## config.mk

```make
export PLATFORM = sky130hd
export DESIGN_NAME = running_mean_variance_core_flat
export DESIGN_NICKNAME = d
export VERILOG_FILES = /design/src/hw/rtl/rmv_pkg.sv /design/src/hw/rtl/rmv_ifs.sv /design/src/hw/rtl/running_mean_variance_core.sv /design/src/hw/rtl/rmv_mul.sv /design/src/hw/rtl/rmv_div.sv /design/src/hw/rtl/rmv_dp.sv /design/src/hw/rtl/rmv_ctrl.sv /design/src/flat_wrapper.sv
export SDC_FILE = /design/constraint.sdc
export NUM_CORES = 2
export LEC_CHECK = 0
export BUFFER_PORTS_ARGS = -buffer_cell sky130_fd_sc_hd__buf_2
export CORE_MARGIN = 10
export CORE_UTILIZATION = 45
export CTS_BUF_LIST = sky130_fd_sc_hd__clkbuf_8 sky130_fd_sc_hd__clkbuf_16
export DETAILED_ROUTE_END_ITERATION = 8
export GPL_TIMING_DRIVEN = 0
export PLACE_DENSITY = 0.71
export SYNTH_ARGS = -nofsm -noshare
export SYNTH_HDL_FRONTEND = slang
export SYNTH_SLANG_ARGS = --single-unit
```

## constraint.sdc

```tcl
create_clock -name i_clk -period 31.2 [get_ports i_clk]
set_clock_uncertainty 0.2 [all_clocks]
set_input_delay 3.12 -clock i_clk [delete_from_list [all_inputs] [get_ports i_clk]]
set_output_delay 3.12 -clock i_clk [all_outputs]
set_load 0.02 [all_outputs]
```

## src/hw/rtl/rmv_pkg.sv

```systemverilog
// ============================================================================
// rmv_pkg
// shared constants, selector codes and controller/datapath command types
// ============================================================================
package rmv_pkg;

    // default parameter values
    localparam int SAMPLE_BITS_DEF = 24;
    localparam int FRAC_BITS_DEF   = 16;

    // fixed field widths
    localparam int SAMPLE_W = 24;
    localparam int MEAN_W   = 40;
    localparam int VAR_W    = 64;
    localparam int COUNT_W  = 32;
    localparam int DISC_W   = 8;

    localparam logic [DISC_W-1:0]  DISC_RESET = 8'd2;
    localparam logic [COUNT_W-1:0] COUNT_MAX  = '1;

    // operand of the squaring unit
    typedef enum logic [1:0] {
        MUL_M  = 2'd0,
        MUL_X  = 2'd1,
        MUL_MN = 2'd2
    } t_mul_sel;

    // dividend of the serial divider
    typedef enum logic {
        DIV_MEAN = 1'b0,
        DIV_VAR  = 1'b1
    } t_div_sel;

    typedef struct packed {
        logic     in_ready;
        logic     mul_start;
        t_mul_sel mul_sel;
        logic     div_start;
        t_div_sel div_sel;
        logic     form_e;
        logic     commit;
    } t_dp_cmd;

    typedef struct packed {
        logic in_valid;
        logic is_restart;
        logic mul_done;
        logic div_done;
        logic out_free;
    } t_dp_status;

endpackage

```

## src/hw/rtl/rmv_ifs.sv

```systemverilog
// ============================================================================
// rmv interfaces
// valid/ready channels for input items and result items
// ============================================================================
interface rmv_in_if;
    logic                          valid;
    logic                          ready;
    logic                          kind;
    logic [rmv_pkg::SAMPLE_W-1:0]  sample;

    modport source (output valid, kind, sample, input ready);
    modport sink   (input valid, kind, sample, output ready);
endinterface

interface rmv_out_if;
    logic                          valid;
    logic                          ready;
    logic [rmv_pkg::MEAN_W-1:0]    mean;
    logic [rmv_pkg::VAR_W-1:0]     variance;
    logic [rmv_pkg::COUNT_W-1:0]   sample_count;
    logic                          discarded;

    modport source (output valid, mean, variance, sample_count, discarded, input ready);
    modport sink   (input valid, mean, variance, sample_count, discarded, output ready);
endinterface

```

## src/hw/rtl/running_mean_variance_core.sv

```systemverilog
// ============================================================================
// running_mean_variance_core
// running mean and population variance of unsigned samples, recursive update
// in fixed point, with a startup discard window and restart items
// ============================================================================
//
//  channel   dir  handshake        payload
//  --------  ---  ---------------  ------------------------------------------
//  i_in      in   valid / ready    kind, sample[23:0]
//  o_out     out  valid / ready    mean[39:0], variance[63:0],
//                                  sample_count[31:0], discarded
//  cfg       in   i_cfg_wr_en      i_cfg_wr_data[7:0] (discard_count)
//
//  a sample beat passes, after acceptance, through the square of the old mean,
//  the mean divide, the squares of the sample and of the new mean and the
//  variance divide; NW is the dividend width of the variance divide rounded
//  up to even (82 by default); the two serial divides by the count take two
//  quotient bits a cycle, and the three squares run on one shared multiplier
//  a restart beat goes from S_DECODE straight to the commit step; the next
//  beat is accepted only after the result register loads, so one beat is
//  in flight at a time
//  i_rst_n is synchronous: clears statistics, loads the countdown with 2
//  a stalled o_out holds the finished beat; the next beat is still accepted
//  and waits only at its commit step until the result register frees up
//
module running_mean_variance_core #(
    parameter int SAMPLE_BITS = rmv_pkg::SAMPLE_BITS_DEF,
    parameter int FRAC_BITS   = rmv_pkg::FRAC_BITS_DEF
) (
    input  logic                          i_clk,
    input  logic                          i_rst_n,
    input  logic                          i_cfg_wr_en,
    input  logic [rmv_pkg::DISC_W-1:0]    i_cfg_wr_data,
    rmv_in_if.sink                        i_in,
    rmv_out_if.source                     o_out
);

    // command and status between sequencer and datapath
    rmv_pkg::t_dp_cmd     w_cmd;
    rmv_pkg::t_dp_status  w_status;

    // sequencer: one state per phase of the update
    rmv_ctrl u_ctrl (
        .i_clk    (i_clk),
        .i_rst_n  (i_rst_n),
        .i_status (w_status),
        .o_cmd    (w_cmd)
    );

    // datapath: state registers, squaring unit, divider, result register
    rmv_dp #(
        .SAMPLE_BITS (SAMPLE_BITS),
        .FRAC_BITS   (FRAC_BITS)
    ) u_dp (
        .i_clk         (i_clk),
        .i_rst_n       (i_rst_n),
        .i_cfg_wr_en   (i_cfg_wr_en),
        .i_cfg_wr_data (i_cfg_wr_data),
        .i_in          (i_in),
        .o_out         (o_out),
        .i_cmd         (w_cmd),
        .o_status      (w_status)
    );

endmodule

```

## src/hw/rtl/rmv_mul.sv

```systemverilog
// ============================================================================
// rmv_mul
// squaring unit: three half-width partial products, one per cycle,
// registered and then accumulated
// ============================================================================
module rmv_mul #(
    parameter int OPW = rmv_pkg::SAMPLE_BITS_DEF + rmv_pkg::FRAC_BITS_DEF
) (
    input  logic               i_clk,
    input  logic               i_rst_n,
    input  logic               i_start,
    input  logic [OPW-1:0]     i_opnd,
    output logic               o_done,
    output logic [2*OPW-1:0]   o_square
);

    localparam int H   = (OPW + 1) / 2;
    localparam int PH  = 2 * H;
    localparam int PW  = 2 * OPW;
    localparam int SHW = 4 * H;
    localparam int AMW = $clog2(PH + 1);

    localparam logic [1:0] STEP_LL = 2'd0;
    localparam logic [1:0] STEP_LH = 2'd1;
    localparam logic [1:0] STEP_HH = 2'd2;

    logic            r_busy;
    logic [1:0]      r_step;
    logic [PH-1:0]   r_op;
    logic [PH-1:0]   r_prod;
    logic            r_pv;
    logic            r_plast;
    logic [1:0]      r_pstep;
    logic [PW-1:0]   r_acc;
    logic            r_done;

    logic [H-1:0]    w_fa;
    logic [H-1:0]    w_fb;
    logic [PH-1:0]   w_p;
    logic [AMW-1:0]  w_amt;
    logic [SHW-1:0]  w_sh;

    always_comb begin
        case (r_step)
            STEP_LL: begin
                w_fa = r_op[H-1:0];
                w_fb = r_op[H-1:0];
            end
            STEP_LH: begin
                w_fa = r_op[H-1:0];
                w_fb = r_op[PH-1:H];
            end
            default: begin
                w_fa = r_op[PH-1:H];
                w_fb = r_op[PH-1:H];
            end
        endcase
    end

    assign w_p = PH'(w_fa) * PH'(w_fb);

    // cross term counts twice, so it sits one place higher
    always_comb begin
        case (r_pstep)
            STEP_LL: w_amt = '0;
            STEP_LH: w_amt = AMW'(H + 1);
            default: w_amt = AMW'(PH);
        endcase
    end

    assign w_sh = SHW'(r_prod) << w_amt;

    always_ff @(posedge i_clk) begin
        if (!i_rst_n) begin
            r_busy  <= 1'b0;
            r_step  <= STEP_LL;
            r_pv    <= 1'b0;
            r_plast <= 1'b0;
            r_done  <= 1'b0;
        end else begin
            r_pv    <= r_busy;
            r_plast <= r_busy && (r_step == STEP_HH);
            r_done  <= r_pv && r_plast;
            if (i_start) begin
                r_busy <= 1'b1;
                r_step <= STEP_LL;
            end else if (r_busy) begin
                if (r_step == STEP_HH) begin
                    r_busy <= 1'b0;
                end else begin
                    r_step <= r_step + 2'd1;
                end
            end
        end
    end

    always_ff @(posedge i_clk) begin
        r_prod  <= w_p;
        r_pstep <= r_step;
        if (i_start) begin
            r_op  <= PH'(i_opnd);
            r_acc <= '0;
        end else if (r_pv) begin
            r_acc <= r_acc + w_sh[PW-1:0];
        end
    end

    assign o_done   = r_done;
    assign o_square = r_acc;

endmodule

```

## src/hw/rtl/rmv_div.sv

```systemverilog
// ============================================================================
// rmv_div
// serial restoring divider, two quotient bits per cycle
// ============================================================================
module rmv_div #(
    parameter int NW = 82,
    parameter int DW = rmv_pkg::COUNT_W,
    parameter int SW = $clog2(NW / 2 + 1)
) (
    input  logic           i_clk,
    input  logic           i_rst_n,
    input  logic           i_start,
    input  logic [NW-1:0]  i_num,
    input  logic [DW-1:0]  i_den,
    input  logic [SW-1:0]  i_steps,
    output logic           o_done,
    output logic [NW-1:0]  o_quot
);

    logic [NW-1:0]  r_num;
    logic [DW-1:0]  r_rem;
    logic [NW-1:0]  r_quot;
    logic [DW-1:0]  r_den;
    logic [SW-1:0]  r_cnt;
    logic           r_done;

    logic [DW:0]    w_t1;
    logic [DW:0]    w_t2;
    logic [DW:0]    w_d1;
    logic [DW:0]    w_d2;
    logic           w_ge1;
    logic           w_ge2;
    logic [DW-1:0]  w_r1;
    logic [DW-1:0]  w_r2;

    always_comb begin
        w_t1  = {r_rem, r_num[NW-1]};
        w_ge1 = w_t1 >= {1'b0, r_den};
        w_d1  = w_t1 - {1'b0, r_den};
        w_r1  = w_ge1 ? w_d1[DW-1:0] : w_t1[DW-1:0];
        w_t2  = {w_r1, r_num[NW-2]};
        w_ge2 = w_t2 >= {1'b0, r_den};
        w_d2  = w_t2 - {1'b0, r_den};
        w_r2  = w_ge2 ? w_d2[DW-1:0] : w_t2[DW-1:0];
    end

    always_ff @(posedge i_clk) begin
        if (!i_rst_n) begin
            r_cnt  <= '0;
            r_done <= 1'b0;
        end else begin
            r_done <= (r_cnt == SW'(1));
            if (i_start) begin
                r_cnt <= i_steps;
            end else if (r_cnt != '0) begin
                r_cnt <= r_cnt - SW'(1);
            end
        end
    end

    always_ff @(posedge i_clk) begin
        if (i_start) begin
            r_num  <= i_num;
            r_rem  <= '0;
            r_quot <= '0;
            r_den  <= i_den;
        end else if (r_cnt != '0) begin
            r_num  <= {r_num[NW-3:0], 2'b00};
            r_rem  <= w_r2;
            r_quot <= {r_quot[NW-3:0], w_ge1, w_ge2};
        end
    end

    assign o_done = r_done;
    assign o_quot = r_quot;

endmodule

```

## src/hw/rtl/rmv_dp.sv

```systemverilog
// ============================================================================
// rmv_dp
// datapath: statistics registers, squaring unit, divider and result register
// ============================================================================
module rmv_dp #(
    parameter int SAMPLE_BITS = rmv_pkg::SAMPLE_BITS_DEF,
    parameter int FRAC_BITS   = rmv_pkg::FRAC_BITS_DEF
) (
    input  logic                          i_clk,
    input  logic                          i_rst_n,
    input  logic                          i_cfg_wr_en,
    input  logic [rmv_pkg::DISC_W-1:0]    i_cfg_wr_data,
    rmv_in_if.sink                        i_in,
    rmv_out_if.source                     o_out,
    input  rmv_pkg::t_dp_cmd              i_cmd,
    output rmv_pkg::t_dp_status           o_status
);

    localparam int XW  = SAMPLE_BITS + FRAC_BITS;
    localparam int PW  = 2 * XW;
    localparam int AW  = rmv_pkg::VAR_W + FRAC_BITS;
    localparam int LW  = ((AW > PW) ? AW : PW) + 2;
    localparam int VW  = LW + 1;
    localparam int NW  = (LW - 1) + ((LW - 1) % 2);
    localparam int XWE = XW + (XW % 2);
    localparam int SW  = $clog2(NW / 2 + 1);
    localparam int VHI = rmv_pkg::VAR_W + FRAC_BITS;

    // architectural state
    logic [XW-1:0]                 r_mean;
    logic [rmv_pkg::VAR_W-1:0]     r_var;
    logic [rmv_pkg::COUNT_W-1:0]   r_count;
    logic [rmv_pkg::DISC_W-1:0]    r_startup;

    // item being worked on
    logic                          r_kind;
    logic [XW-1:0]                 r_x;
    logic [rmv_pkg::COUNT_W-1:0]   r_n;
    logic                          r_disc;
    logic [PW-1:0]                 r_b;
    logic [PW-1:0]                 r_c;
    logic [PW-1:0]                 r_d;
    logic [XW-1:0]                 r_mnew;
    logic [LW-1:0]                 r_e;
    logic [LW-1:0]                 r_abc;
    logic [LW-1:0]                 r_t;
    rmv_pkg::t_mul_sel             r_mul_sel;
    rmv_pkg::t_div_sel             r_div_sel;
    logic                          r_div_neg;

    // result register
    logic                          r_o_valid;
    logic [rmv_pkg::MEAN_W-1:0]    r_o_mean;
    logic [rmv_pkg::VAR_W-1:0]     r_o_var;
    logic [rmv_pkg::COUNT_W-1:0]   r_o_count;
    logic                          r_o_disc;

    logic                          w_accept;
    logic [rmv_pkg::COUNT_W-1:0]   w_n_next;
    logic [XW-1:0]                 w_mul_op;
    logic                          w_mul_done;
    logic [PW-1:0]                 w_square;
    logic [XW:0]                   w_diff;
    logic [XW:0]                   w_diff_abs;
    logic [LW-1:0]                 w_e_abs;
    logic [NW-1:0]                 w_num_mean;
    logic [NW-1:0]                 w_num_var;
    logic [NW-1:0]                 w_div_num;
    logic [SW-1:0]                 w_div_steps;
    logic                          w_div_done;
    logic [NW-1:0]                 w_quot;
    logic [XW-1:0]                 w_q_mean;
    logic [LW-1:0]                 w_q_var;
    logic [LW-1:0]                 w_a;
    logic [VW-1:0]                 w_v;
    logic [rmv_pkg::VAR_W-1:0]     w_var_new;

    assign w_accept = i_cmd.in_ready && i_in.valid;
    assign w_n_next = (r_count == rmv_pkg::COUNT_MAX) ? rmv_pkg::COUNT_MAX
                                                      : r_count + 1'b1;

    // load the item, run the startup countdown
    always_ff @(posedge i_clk) begin
        if (!i_rst_n) begin
            r_startup <= rmv_pkg::DISC_RESET;
        end else if (i_cfg_wr_en) begin
            r_startup <= i_cfg_wr_data;
        end else if (w_accept && !i_in.kind && (r_startup != '0)) begin
            r_startup <= r_startup - 1'b1;
        end
    end

    always_ff @(posedge i_clk) begin
        if (w_accept) begin
            r_kind <= i_in.kind;
            r_x    <= {i_in.sample[SAMPLE_BITS-1:0], {FRAC_BITS{1'b0}}};
            if (i_in.kind) begin
                r_n    <= '0;
                r_disc <= 1'b0;
            end else if (r_startup != '0) begin
                r_n    <= rmv_pkg::COUNT_W'(1);
                r_disc <= 1'b1;
            end else begin
                r_n    <= w_n_next;
                r_disc <= 1'b0;
            end
        end
    end

    // squaring unit
    always_comb begin
        case (i_cmd.mul_sel)
            rmv_pkg::MUL_M:  w_mul_op = r_mean;
            rmv_pkg::MUL_X:  w_mul_op = r_x;
            rmv_pkg::MUL_MN: w_mul_op = r_mnew;
            default:         w_mul_op = r_mean;
        endcase
    end

    rmv_mul #(
        .OPW (XW)
    ) u_mul (
        .i_clk    (i_clk),
        .i_rst_n  (i_rst_n),
        .i_start  (i_cmd.mul_start),
        .i_opnd   (w_mul_op),
        .o_done   (w_mul_done),
        .o_square (w_square)
    );

    always_ff @(posedge i_clk) begin
        if (i_cmd.mul_start) begin
            r_mul_sel <= i_cmd.mul_sel;
        end
        if (w_mul_done) begin
            case (r_mul_sel)
                rmv_pkg::MUL_M:  r_b <= w_square;
                rmv_pkg::MUL_X:  r_d <= w_square;
                rmv_pkg::MUL_MN: r_c <= w_square;
                default:         r_b <= w_square;
            endcase
        end
    end

    // divider operands: magnitudes, sign kept aside
    assign w_diff     = {1'b0, r_x} - {1'b0, r_mean};
    assign w_diff_abs = w_diff[XW] ? -w_diff : w_diff;
    assign w_num_mean = NW'(w_diff_abs[XW-1:0]) << (NW - XWE);
    assign w_e_abs    = r_e[LW-1] ? -r_e : r_e;
    assign w_num_var  = NW'(w_e_abs[LW-2:0]);

    assign w_div_num   = (i_cmd.div_sel == rmv_pkg::DIV_VAR) ? w_num_var : w_num_mean;
    assign w_div_steps = (i_cmd.div_sel == rmv_pkg::DIV_VAR) ? SW'(NW / 2) : SW'(XWE / 2);

    rmv_div #(
        .NW (NW),
        .DW (rmv_pkg::COUNT_W),
        .SW (SW)
    ) u_div (
        .i_clk   (i_clk),
        .i_rst_n (i_rst_n),
        .i_start (i_cmd.div_start),
        .i_num   (w_div_num),
        .i_den   (r_n),
        .i_steps (w_div_steps),
        .o_done  (w_div_done),
        .o_quot  (w_quot)
    );

    assign w_q_mean = w_quot[XW-1:0];
    assign w_q_var  = {1'b0, w_quot[LW-2:0]};

    always_ff @(posedge i_clk) begin
        if (i_cmd.div_start) begin
            r_div_sel <= i_cmd.div_sel;
            r_div_neg <= (i_cmd.div_sel == rmv_pkg::DIV_VAR) ? r_e[LW-1] : w_diff[XW];
        end
        if (w_div_done) begin
            case (r_div_sel)
                rmv_pkg::DIV_MEAN: r_mnew <= r_div_neg ? (r_mean - w_q_mean)
                                                       : (r_mean + w_q_mean);
                rmv_pkg::DIV_VAR:  r_t    <= r_div_neg ? (-w_q_var) : w_q_var;
                default:           r_t    <= w_q_var;
            endcase
        end
    end

    // variance terms in q(2f)
    assign w_a = LW'({r_var, {FRAC_BITS{1'b0}}});

    always_ff @(posedge i_clk) begin
        if (i_cmd.form_e) begin
            r_e   <= LW'(r_d) - w_a - LW'(r_b);
            r_abc <= w_a + LW'(r_b) - LW'(r_c);
        end
    end

    assign w_v = {r_abc[LW-1], r_abc} + {r_t[LW-1], r_t};

    always_comb begin
        if (w_v[VW-1]) begin
            w_var_new = '0;
        end else if (w_v[VW-2:VHI] != '0) begin
            w_var_new = '1;
        end else begin
            w_var_new = w_v[VHI-1:FRAC_BITS];
        end
    end

    // commit statistics and fill the result register
    always_ff @(posedge i_clk) begin
        if (!i_rst_n) begin
            r_mean  <= '0;
            r_var   <= '0;
            r_count <= '0;
        end else if (i_cmd.commit) begin
            r_count <= r_n;
            if (!r_kind) begin
                r_mean <= r_mnew;
                r_var  <= w_var_new;
            end
        end
    end

    always_ff @(posedge i_clk) begin
        if (!i_rst_n) begin
            r_o_valid <= 1'b0;
        end else if (i_cmd.commit) begin
            r_o_valid <= 1'b1;
        end else if (o_out.ready) begin
            r_o_valid <= 1'b0;
        end
    end

    always_ff @(posedge i_clk) begin
        if (i_cmd.commit) begin
            r_o_mean  <= rmv_pkg::MEAN_W'(r_kind ? r_mean : r_mnew);
            r_o_var   <= r_kind ? r_var : w_var_new;
            r_o_count <= r_n;
            r_o_disc  <= r_disc;
        end
    end

    assign i_in.ready          = i_cmd.in_ready;
    assign o_out.valid         = r_o_valid;
    assign o_out.mean          = r_o_mean;
    assign o_out.variance      = r_o_var;
    assign o_out.sample_count  = r_o_count;
    assign o_out.discarded     = r_o_disc;

    assign o_status.in_valid   = i_in.valid;
    assign o_status.is_restart = r_kind;
    assign o_status.mul_done   = w_mul_done;
    assign o_status.div_done   = w_div_done;
    assign o_status.out_free   = !r_o_valid || o_out.ready;

endmodule

```

## src/hw/rtl/rmv_ctrl.sv

```systemverilog
// ============================================================================
// rmv_ctrl
// sequencer: steps one item through squares, divides and commit
// ============================================================================
module rmv_ctrl (
    input  logic                   i_clk,
    input  logic                   i_rst_n,
    input  rmv_pkg::t_dp_status    i_status,
    output rmv_pkg::t_dp_cmd       o_cmd
);

    typedef enum logic [9:0] {
        S_IDLE    = 10'b00_0000_0001,
        S_DECODE  = 10'b00_0000_0010,
        S_SQ_M    = 10'b00_0000_0100,
        S_DIV_M   = 10'b00_0000_1000,
        S_SQ_X    = 10'b00_0001_0000,
        S_SQ_MN   = 10'b00_0010_0000,
        S_FORM_E  = 10'b00_0100_0000,
        S_START_E = 10'b00_1000_0000,
        S_DIV_E   = 10'b01_0000_0000,
        S_DONE    = 10'b10_0000_0000
    } t_state;

    t_state r_state;
    t_state n_state;

    always_ff @(posedge i_clk) begin
        if (!i_rst_n) begin
            r_state <= S_IDLE;
        end else begin
            r_state <= n_state;
        end
    end

    always_comb begin
        n_state       = r_state;
        o_cmd         = '0;
        o_cmd.mul_sel = rmv_pkg::MUL_M;
        o_cmd.div_sel = rmv_pkg::DIV_MEAN;
        case (r_state)
            S_IDLE: begin
                o_cmd.in_ready = 1'b1;
                if (i_status.in_valid) begin
                    n_state = S_DECODE;
                end
            end
            S_DECODE: begin
                if (i_status.is_restart) begin
                    n_state = S_DONE;
                end else begin
                    o_cmd.mul_start = 1'b1;
                    o_cmd.mul_sel   = rmv_pkg::MUL_M;
                    n_state         = S_SQ_M;
                end
            end
            S_SQ_M: begin
                if (i_status.mul_done) begin
                    o_cmd.div_start = 1'b1;
                    o_cmd.div_sel   = rmv_pkg::DIV_MEAN;
                    n_state         = S_DIV_M;
                end
            end
            S_DIV_M: begin
                if (i_status.div_done) begin
                    o_cmd.mul_start = 1'b1;
                    o_cmd.mul_sel   = rmv_pkg::MUL_X;
                    n_state         = S_SQ_X;
                end
            end
            S_SQ_X: begin
                if (i_status.mul_done) begin
                    o_cmd.mul_start = 1'b1;
                    o_cmd.mul_sel   = rmv_pkg::MUL_MN;
                    n_state         = S_SQ_MN;
                end
            end
            S_SQ_MN: begin
                if (i_status.mul_done) begin
                    n_state = S_FORM_E;
                end
            end
            S_FORM_E: begin
                o_cmd.form_e = 1'b1;
                n_state      = S_START_E;
            end
            S_START_E: begin
                o_cmd.div_start = 1'b1;
                o_cmd.div_sel   = rmv_pkg::DIV_VAR;
                n_state         = S_DIV_E;
            end
            S_DIV_E: begin
                if (i_status.div_done) begin
                    n_state = S_DONE;
                end
            end
            S_DONE: begin
                if (i_status.out_free) begin
                    o_cmd.commit = 1'b1;
                    n_state      = S_IDLE;
                end
            end
            default: begin
                n_state = S_IDLE;
            end
        endcase
    end

endmodule

```

## src/flat_wrapper.sv

```systemverilog
// flat-port wrapper written by rule: the top's interface ports become plain ports
module running_mean_variance_core_flat 
#(
    parameter int SAMPLE_BITS = rmv_pkg::SAMPLE_BITS_DEF,
    parameter int FRAC_BITS   = rmv_pkg::FRAC_BITS_DEF
)
  (i_clk, i_rst_n, i_cfg_wr_en, i_cfg_wr_data, i_in_valid, i_in_kind, i_in_sample, i_in_ready, o_out_valid, o_out_mean, o_out_variance, o_out_sample_count, o_out_discarded, o_out_ready);
  rmv_in_if i_in_i ();
  rmv_out_if o_out_i ();
  input  logic i_clk;
  input  logic i_rst_n;
  input  logic i_cfg_wr_en;
  input  logic [rmv_pkg::DISC_W-1:0] i_cfg_wr_data;
  input wire logic [$bits(i_in_i.valid)-1:0] i_in_valid;
  input wire logic [$bits(i_in_i.kind)-1:0] i_in_kind;
  input wire logic [$bits(i_in_i.sample)-1:0] i_in_sample;
  output wire logic [$bits(i_in_i.ready)-1:0] i_in_ready;
  output wire logic [$bits(o_out_i.valid)-1:0] o_out_valid;
  output wire logic [$bits(o_out_i.mean)-1:0] o_out_mean;
  output wire logic [$bits(o_out_i.variance)-1:0] o_out_variance;
  output wire logic [$bits(o_out_i.sample_count)-1:0] o_out_sample_count;
  output wire logic [$bits(o_out_i.discarded)-1:0] o_out_discarded;
  input wire logic [$bits(o_out_i.ready)-1:0] o_out_ready;
  assign i_in_i.valid = i_in_valid;
  assign i_in_i.kind = i_in_kind;
  assign i_in_i.sample = i_in_sample;
  assign i_in_ready = i_in_i.ready;
  assign o_out_valid = o_out_i.valid;
  assign o_out_mean = o_out_i.mean;
  assign o_out_variance = o_out_i.variance;
  assign o_out_sample_count = o_out_i.sample_count;
  assign o_out_discarded = o_out_i.discarded;
  assign o_out_i.ready = o_out_ready;
  running_mean_variance_core #(.SAMPLE_BITS(SAMPLE_BITS), .FRAC_BITS(FRAC_BITS)) u_core (.i_clk(i_clk), .i_rst_n(i_rst_n), .i_cfg_wr_en(i_cfg_wr_en), .i_cfg_wr_data(i_cfg_wr_data), .i_in(i_in_i), .o_out(o_out_i));
endmodule
```

# == After elaboration in Yosys (flattened, before gate mapping) ==
# Cells that the tools add are included.
# word_totals
register_bits,1282
inputBits,38
output_inout_bits,139
elab_cells,170
# op_classes
add_sub_neg,18
n_mul,1
n_lt_le_gt_ge,2
eq_ne,26
n_shift,1
mux,50
n_bitwise,4
n_reduce_logical,27
# op_table
op,count
$mux 82,3
$mux 64,3
$mux 81,2
$mux 40,3
$pmux 10 s10,1
$mux 32,3
$add 82x82->83,1
$neg 81->82,1
$sub 81x80->82,1
$sub 81x81->82,1
$add 80x80->81,1
$neg 81->81,1
$sub 80x80->81,1
$add 80x80->80,1
$mux 10,8
$pmux 40 s2,1
$shl 40x6->80,1
$ge 33x32->1,2
$sub 32x32->32,2
$sub 40x40->41,1
$add 40x40->40,1
$mul 20x20->40,1
$mux 20,2
$neg 40->40,1
39 further kinds,86

# == Depth between registers and ports, before layout ==
# depth
word_depth,7
mapped_depth,37
ltp_nobuf,34

# == By module ==
# A second synthesis with hierarchy kept.
# hier_totals
cells_unflattened,10087
hier_area_um2,96314.9
# by_module_without_submodules
mod,instances,cells_each,area_each_um2,seq_area_each_um2
rmv_dp,1,5831,58318.4,24673.7
rmv_mul,1,2824,24429.7,3763.6
rmv_div,1,1327,12776.0,5845.6
rmv_ctrl,1,105,790.8,200.2

# == Worst setup path before layout ==
# OpenSTA, ideal clock, no wires.
# synth_timing
path_kind,reg-to-reg
startpoint,register u_core.u_ctrl.r_state[3]
endpoint,register u_core.u_ctrl.r_state[7]
setup_ps,127
t_arrival_ps,13810
required_ps,30873
slack_ps,17064
stages_incl_launch_ff,6
path_buffers,0
period_less_slack_ps,14136
cell_sequence,dfxtp_1 -> or3_1 -> nor3_1 -> nand2_1 -> nor3b_1 -> and2_1
# synth_via
elab_chain_len,3
word_cells_on_any_way,19
classes_between,eq/ne (17); mux (1); reduce/logical (1)
# synth_lines
item,line,text
"start, declared",rmv_ctrl.sv:25,t_state r_state;
"start signal, assigned",rmv_ctrl.sv:32,r_state <= n_state;
"$eq 10x10->1, or another cell as far along",rmv_ctrl.sv:41,case (r_state)
$ne 2x2->1 (no line),--,
$reduce_and 7->1 (no line),--,
# Several ways; a longest one is shown, not always the timed one.
# A chain may end at the register's enable or synchronous reset.

# == Final worst setup path ==
# layout_timing
startpoint,register u_core.u_dp.u_mul.r_step[0]
endpoint,register u_core.u_dp.u_mul.r_prod[38]
# layout_via
elab_chain_len,4
word_cells_on_any_way,6
classes_between,mul (1); eq/ne (1); mux (2); reduce/logical (2)
# layout_lines
item,line,text
"start, declared",rmv_mul.sv:28,logic [1:0] r_step;
"start signal, assigned",rmv_mul.sv:91,r_step <= r_step + 2'd1;
$eq 2x1->1 or $logic_not 2->1 (tied branches),rmv_mul.sv:44,case (r_step)
$reduce_or 2->1 (no line),--,
$mux 20,rmv_mul.sv:44,
$mul 20x20->40 (*),rmv_mul.sv:60,assign w_p = PH'(w_fa) * PH'(w_fb);
named net u_core.u_dp.u_mul.w_p[38],rmv_mul.sv:39,logic [PH-1:0] w_p;
"end signal, assigned",rmv_mul.sv:98,r_prod <= w_p;
"end, declared",rmv_mul.sv:30,logic [PH-1:0] r_prod;
# Mark *: on every way through the listed nets, which the timed path passes. The rest lies on a longest branch.

==> metrics.txt <==
status=finished with violations; violations in the final reports=max-capacitance violations, max-slew violations; number of flops mapped to enable cells by yosys=879; standby leakage power=43.4 nW; fin crit share=0.355; number of nets in the layout=11,400; register share of total power=0.337; hold crit path type=register to register; TritonRoute pass-1 iters=8; total negative slack=0 ps; largest net degree at the start of global routing=72; width of the die=476 microns; beginning of the worst register-to-register path=u_core.u_dp.u_mul.r_step[0]; proportion of synthesized chip area in sequential cells=0.368; Post-CTS Hold Fix Bufs=0; area of the core region=207,000 sq um; critical path launch point=u_core.u_dp.u_mul.r_step[0]; R2R depth=36; clk_lat worst skew=850 ps; standard-cell row count=167; flip-flop and latch count after synthesis=1,282; number of global-route vias before repair=75,000; clock-pin transition on the worst setup and hold timing paths=60 ps; power density of the placed cells=66.1 nW/um^2; number of hold violations in the final report=0; Post-Place Worst Slack=20,230 ps; Area Overhead vs Synth=10.4%; library cells used by synthesis=104; Detailed Route Iter0 Violations=7,912; maximum fanout along the worst path=10; slew margin rel.=-0.0476; highest attainable clock frequency=0.0902 GHz; storage element area=34,500 sq um; Crit path largest cell delay=790 ps; level count of the clock H-tree=4; fillcell total=19,000; most frequently used flop master after synthesis=edfxtp_1; cell with the largest stage delay on the worst path=nor2_1; post-cts gate resize count=0; clock period minus worst slack=11,080 ps; clock network fraction of total power=0.256; max-capacitance violation count=1; endpoint type of the worst setup path=register; Final Routed Wirelength=308,000 microns; Max VDD drop=72.8 uV; final total power=6.85 mW; wire length of the first global-routing pass=458,000 microns; RSZ-0062 raised after global routing=no; total nets after synthesis=11,100; CTS tree=built; starting density of the core=0.453; number of endpoints failing setup at the final stage=0; total clock buffers created by CTS=143; final setup slack of the worst path=20,120 ps; worst setup path class=register to register; number of vias in the routed layout=77,000; CP arrival=11,650 ps; switching component of the power=2.69 mW; total routing usage reported by global routing=0.260; required arrival time at the worst endpoint=31,760 ps; clock root buffer=clkbuf_16; I/O pin count=177; area of the multi-input gates=54,400 sq um; DRC=0; switching share of total power=0.392; post-synth top area cell=edfxtp_1; DP HPWL=249,000 microns; worst reg2reg setup slack=20,120 ps; Max Buffers Root-to-Sink=3; instance count of the mapped netlist=9,958; Syn. warnings=0; Worst Max-Slew Pin Slew=1560 ps; count of nets left with antenna violations after detail routing=0; fraction of post-synthesis cell area in the top cell type by area=0.282; number of buffers inserted to repair setup after CTS=0; internal power of the cells=4.16 mW; Chip Height=476 microns; final max-slew violation count=7; routed via count divided by cell count=5.82; total of buffers placed on input and output ports=176; share of synthesized flip-flops with an asynchronous set or reset=0; Critical Path Source Type=register; RR Endpoint=u_core.u_dp.u_mul.r_prod[38]; antenna violations before repair=15; combinational share of power=0.407; die footprint=227,000 sq um; overall overflow remaining after global route=0; capture point of the critical path=u_core.u_dp.u_mul.r_prod[38]; routability congestion estimate=0.992; synthesized cell area=93,700 sq um; Avg Synthesized Cell Area=9.41 sq um; clock tree sinks=1,282; leading cell types by total area after synthesis=edfxtp_1 (28%), ha_1 (9.2%), dfxtp_1 (8.6%); routed len/inst=23.3 microns; layout cells sized above 1=0.0640
## area by class of cell
class,count,share of cell area
inverters,869,0.0315
multi-input cells,7371,0.525
flip-flops and latches,1282,0.333
diodes,3,0.0000725
well taps,2788,0.0337
plain buffers,436,0.0162
clock buffers,156,0.0365
clock inverters,110,0.0108
repair buffers,204,0.0128
## synth_stat cells (69+ instances only)
library cell / instances
nor2b_1: 102
a21boi_0: 91
a21oi_1: 752
a21o_1: 370
fa_1: 391
ha_1: 690
xor2_1: 278
dfxtp_1: 403
and2_1: 87
inv_1: 868
mux2_2: 101
or3_1: 70
a31oi_1: 80
o21ai_0: 533
o21a_1: 69
nand2b_1: 78
xnor2_1: 498
nand4_1: 115
nor2_1: 774
nand3_1: 139
nor3_1: 100
o21bai_1: 98
mux2i_1: 121
and3_1: 80
o31ai_1: 79
clkbuf_1: 391
nand2_1: 1075
edfxtp_1: 879
## power groups by stage
stage                     combinational [mW]  clock [mW]  sequential, mW
after CTS                               2.78        1.77            2.30
final                                   2.79        1.75            2.31
after global routing                    3.08        1.84            2.32
after global placement                  2.69           0            2.33
after floorplan                         2.02           0            2.23
after detailed placement                2.76           0            2.33
## cells in the final DEF (no fill, tap or decap), drive strengths merged, types with 115 or more instances in the layout
cell type / Yosys / final
dfxtp: 403 / 403
clkbuf: 392 / 548
mux2i: 121 / 121
o21ai: 552 / 552
nand2: 1075 / 1075
xor2: 278 / 278
buf: 44 / 248
a21oi: 753 / 753
xnor2: 499 / 499
inv: 868 / 910
edfxtp: 879 / 879
nand4: 115 / 115
nor2: 777 / 777
ha: 690 / 690
fa: 391 / 391
a21o: 370 / 370
nand3: 139 / 139
## how the worst min path moves through the flow
stage                                 from                           end  cells past startpoint
6_report       u_core.u_dp.u_mul.r_step[1]  u_core.u_dp.u_mul.r_pstep[1]                      0
5_1_grt        u_core.u_dp.u_mul.r_step[1]  u_core.u_dp.u_mul.r_pstep[1]                      0
4_1_cts        u_core.u_dp.u_mul.r_step[1]  u_core.u_dp.u_mul.r_pstep[1]                      0
3_5_place_dp   u_core.u_dp.u_mul.r_step[1]  u_core.u_dp.u_mul.r_pstep[1]                      0
3_3_place_gp   u_core.u_dp.u_mul.r_step[1]  u_core.u_dp.u_mul.r_pstep[1]                      0
2_1_floorplan  u_core.u_dp.u_mul.r_step[1]  u_core.u_dp.u_mul.r_pstep[1]                      0
## sequential cells by signal (all words and copies together) (netlist names), 40 cells and up
register                    count
u_core.u_dp.u_div.o_quot       81
u_core.u_dp.r_abc              82
u_core.u_dp.r_var              64
u_core.u_dp.r_mean             40
u_core.u_dp.r_d                80
u_core.u_dp.u_mul.r_prod       40
u_core.u_dp.u_div.r_num        82
u_core.u_dp.r_mnew             40
u_core.u_dp.r_t                82
u_core.u_dp.r_c                80
u_core.u_dp.r_e                82
u_core.u_dp.r_b                80
u_core.u_dp.u_mul.o_square     80
u_core.u_dp.u_mul.r_op         40
u_core.u_dp.o_out.variance     64
u_core.u_dp.o_out.mean         40
## per-layer routing
layer | up-vias | track usage | share of wire
met1 | 37400 | 0.343 | 0.41
met2 | 3305 | 0.413 | 0.45
met3 | 664 | 0.0419 | 0.079
li1 | 35600 | - | -
met5 | - | 0 | 0.000023
met4 | 2 | 0.130 | 0.057
## logic make-up after synthesis
group	share of synthesized area
AND/OR/NAND/NOR	0.136
AO/OA/AOI/OAI	0.171
buffers and inverters	0.0527
adder cells (fa/ha/maj)	0.176
XOR/XNOR	0.0727
multiplexers	0.0251
flip-flops	0.368
## per-stage QoR
step,cells,util,hold WS [ps],area [sq um]
finish,13200,0.500,181,104000
global route,13200,0.500,186,104000
CTS,13200,0.500,182,103000
detailed placement,13000,0.476,173,98600
global placement,12900,0.474,177,98100
floorplan,9958,-,155,93700
## worst max-delay path: cells and delay by family, from the launching register on
kind	cells	cell delay, ps
adders and majority gates	9	4230
buffers and inverters	10	2000
and+or+nand+nor	6	1790
AOI/OAI and AO/OA	9	1770
muxes	1	480
DFF	1	410
xor gates and xnor gates	1	130
Power figures use the tool's default switching activity.
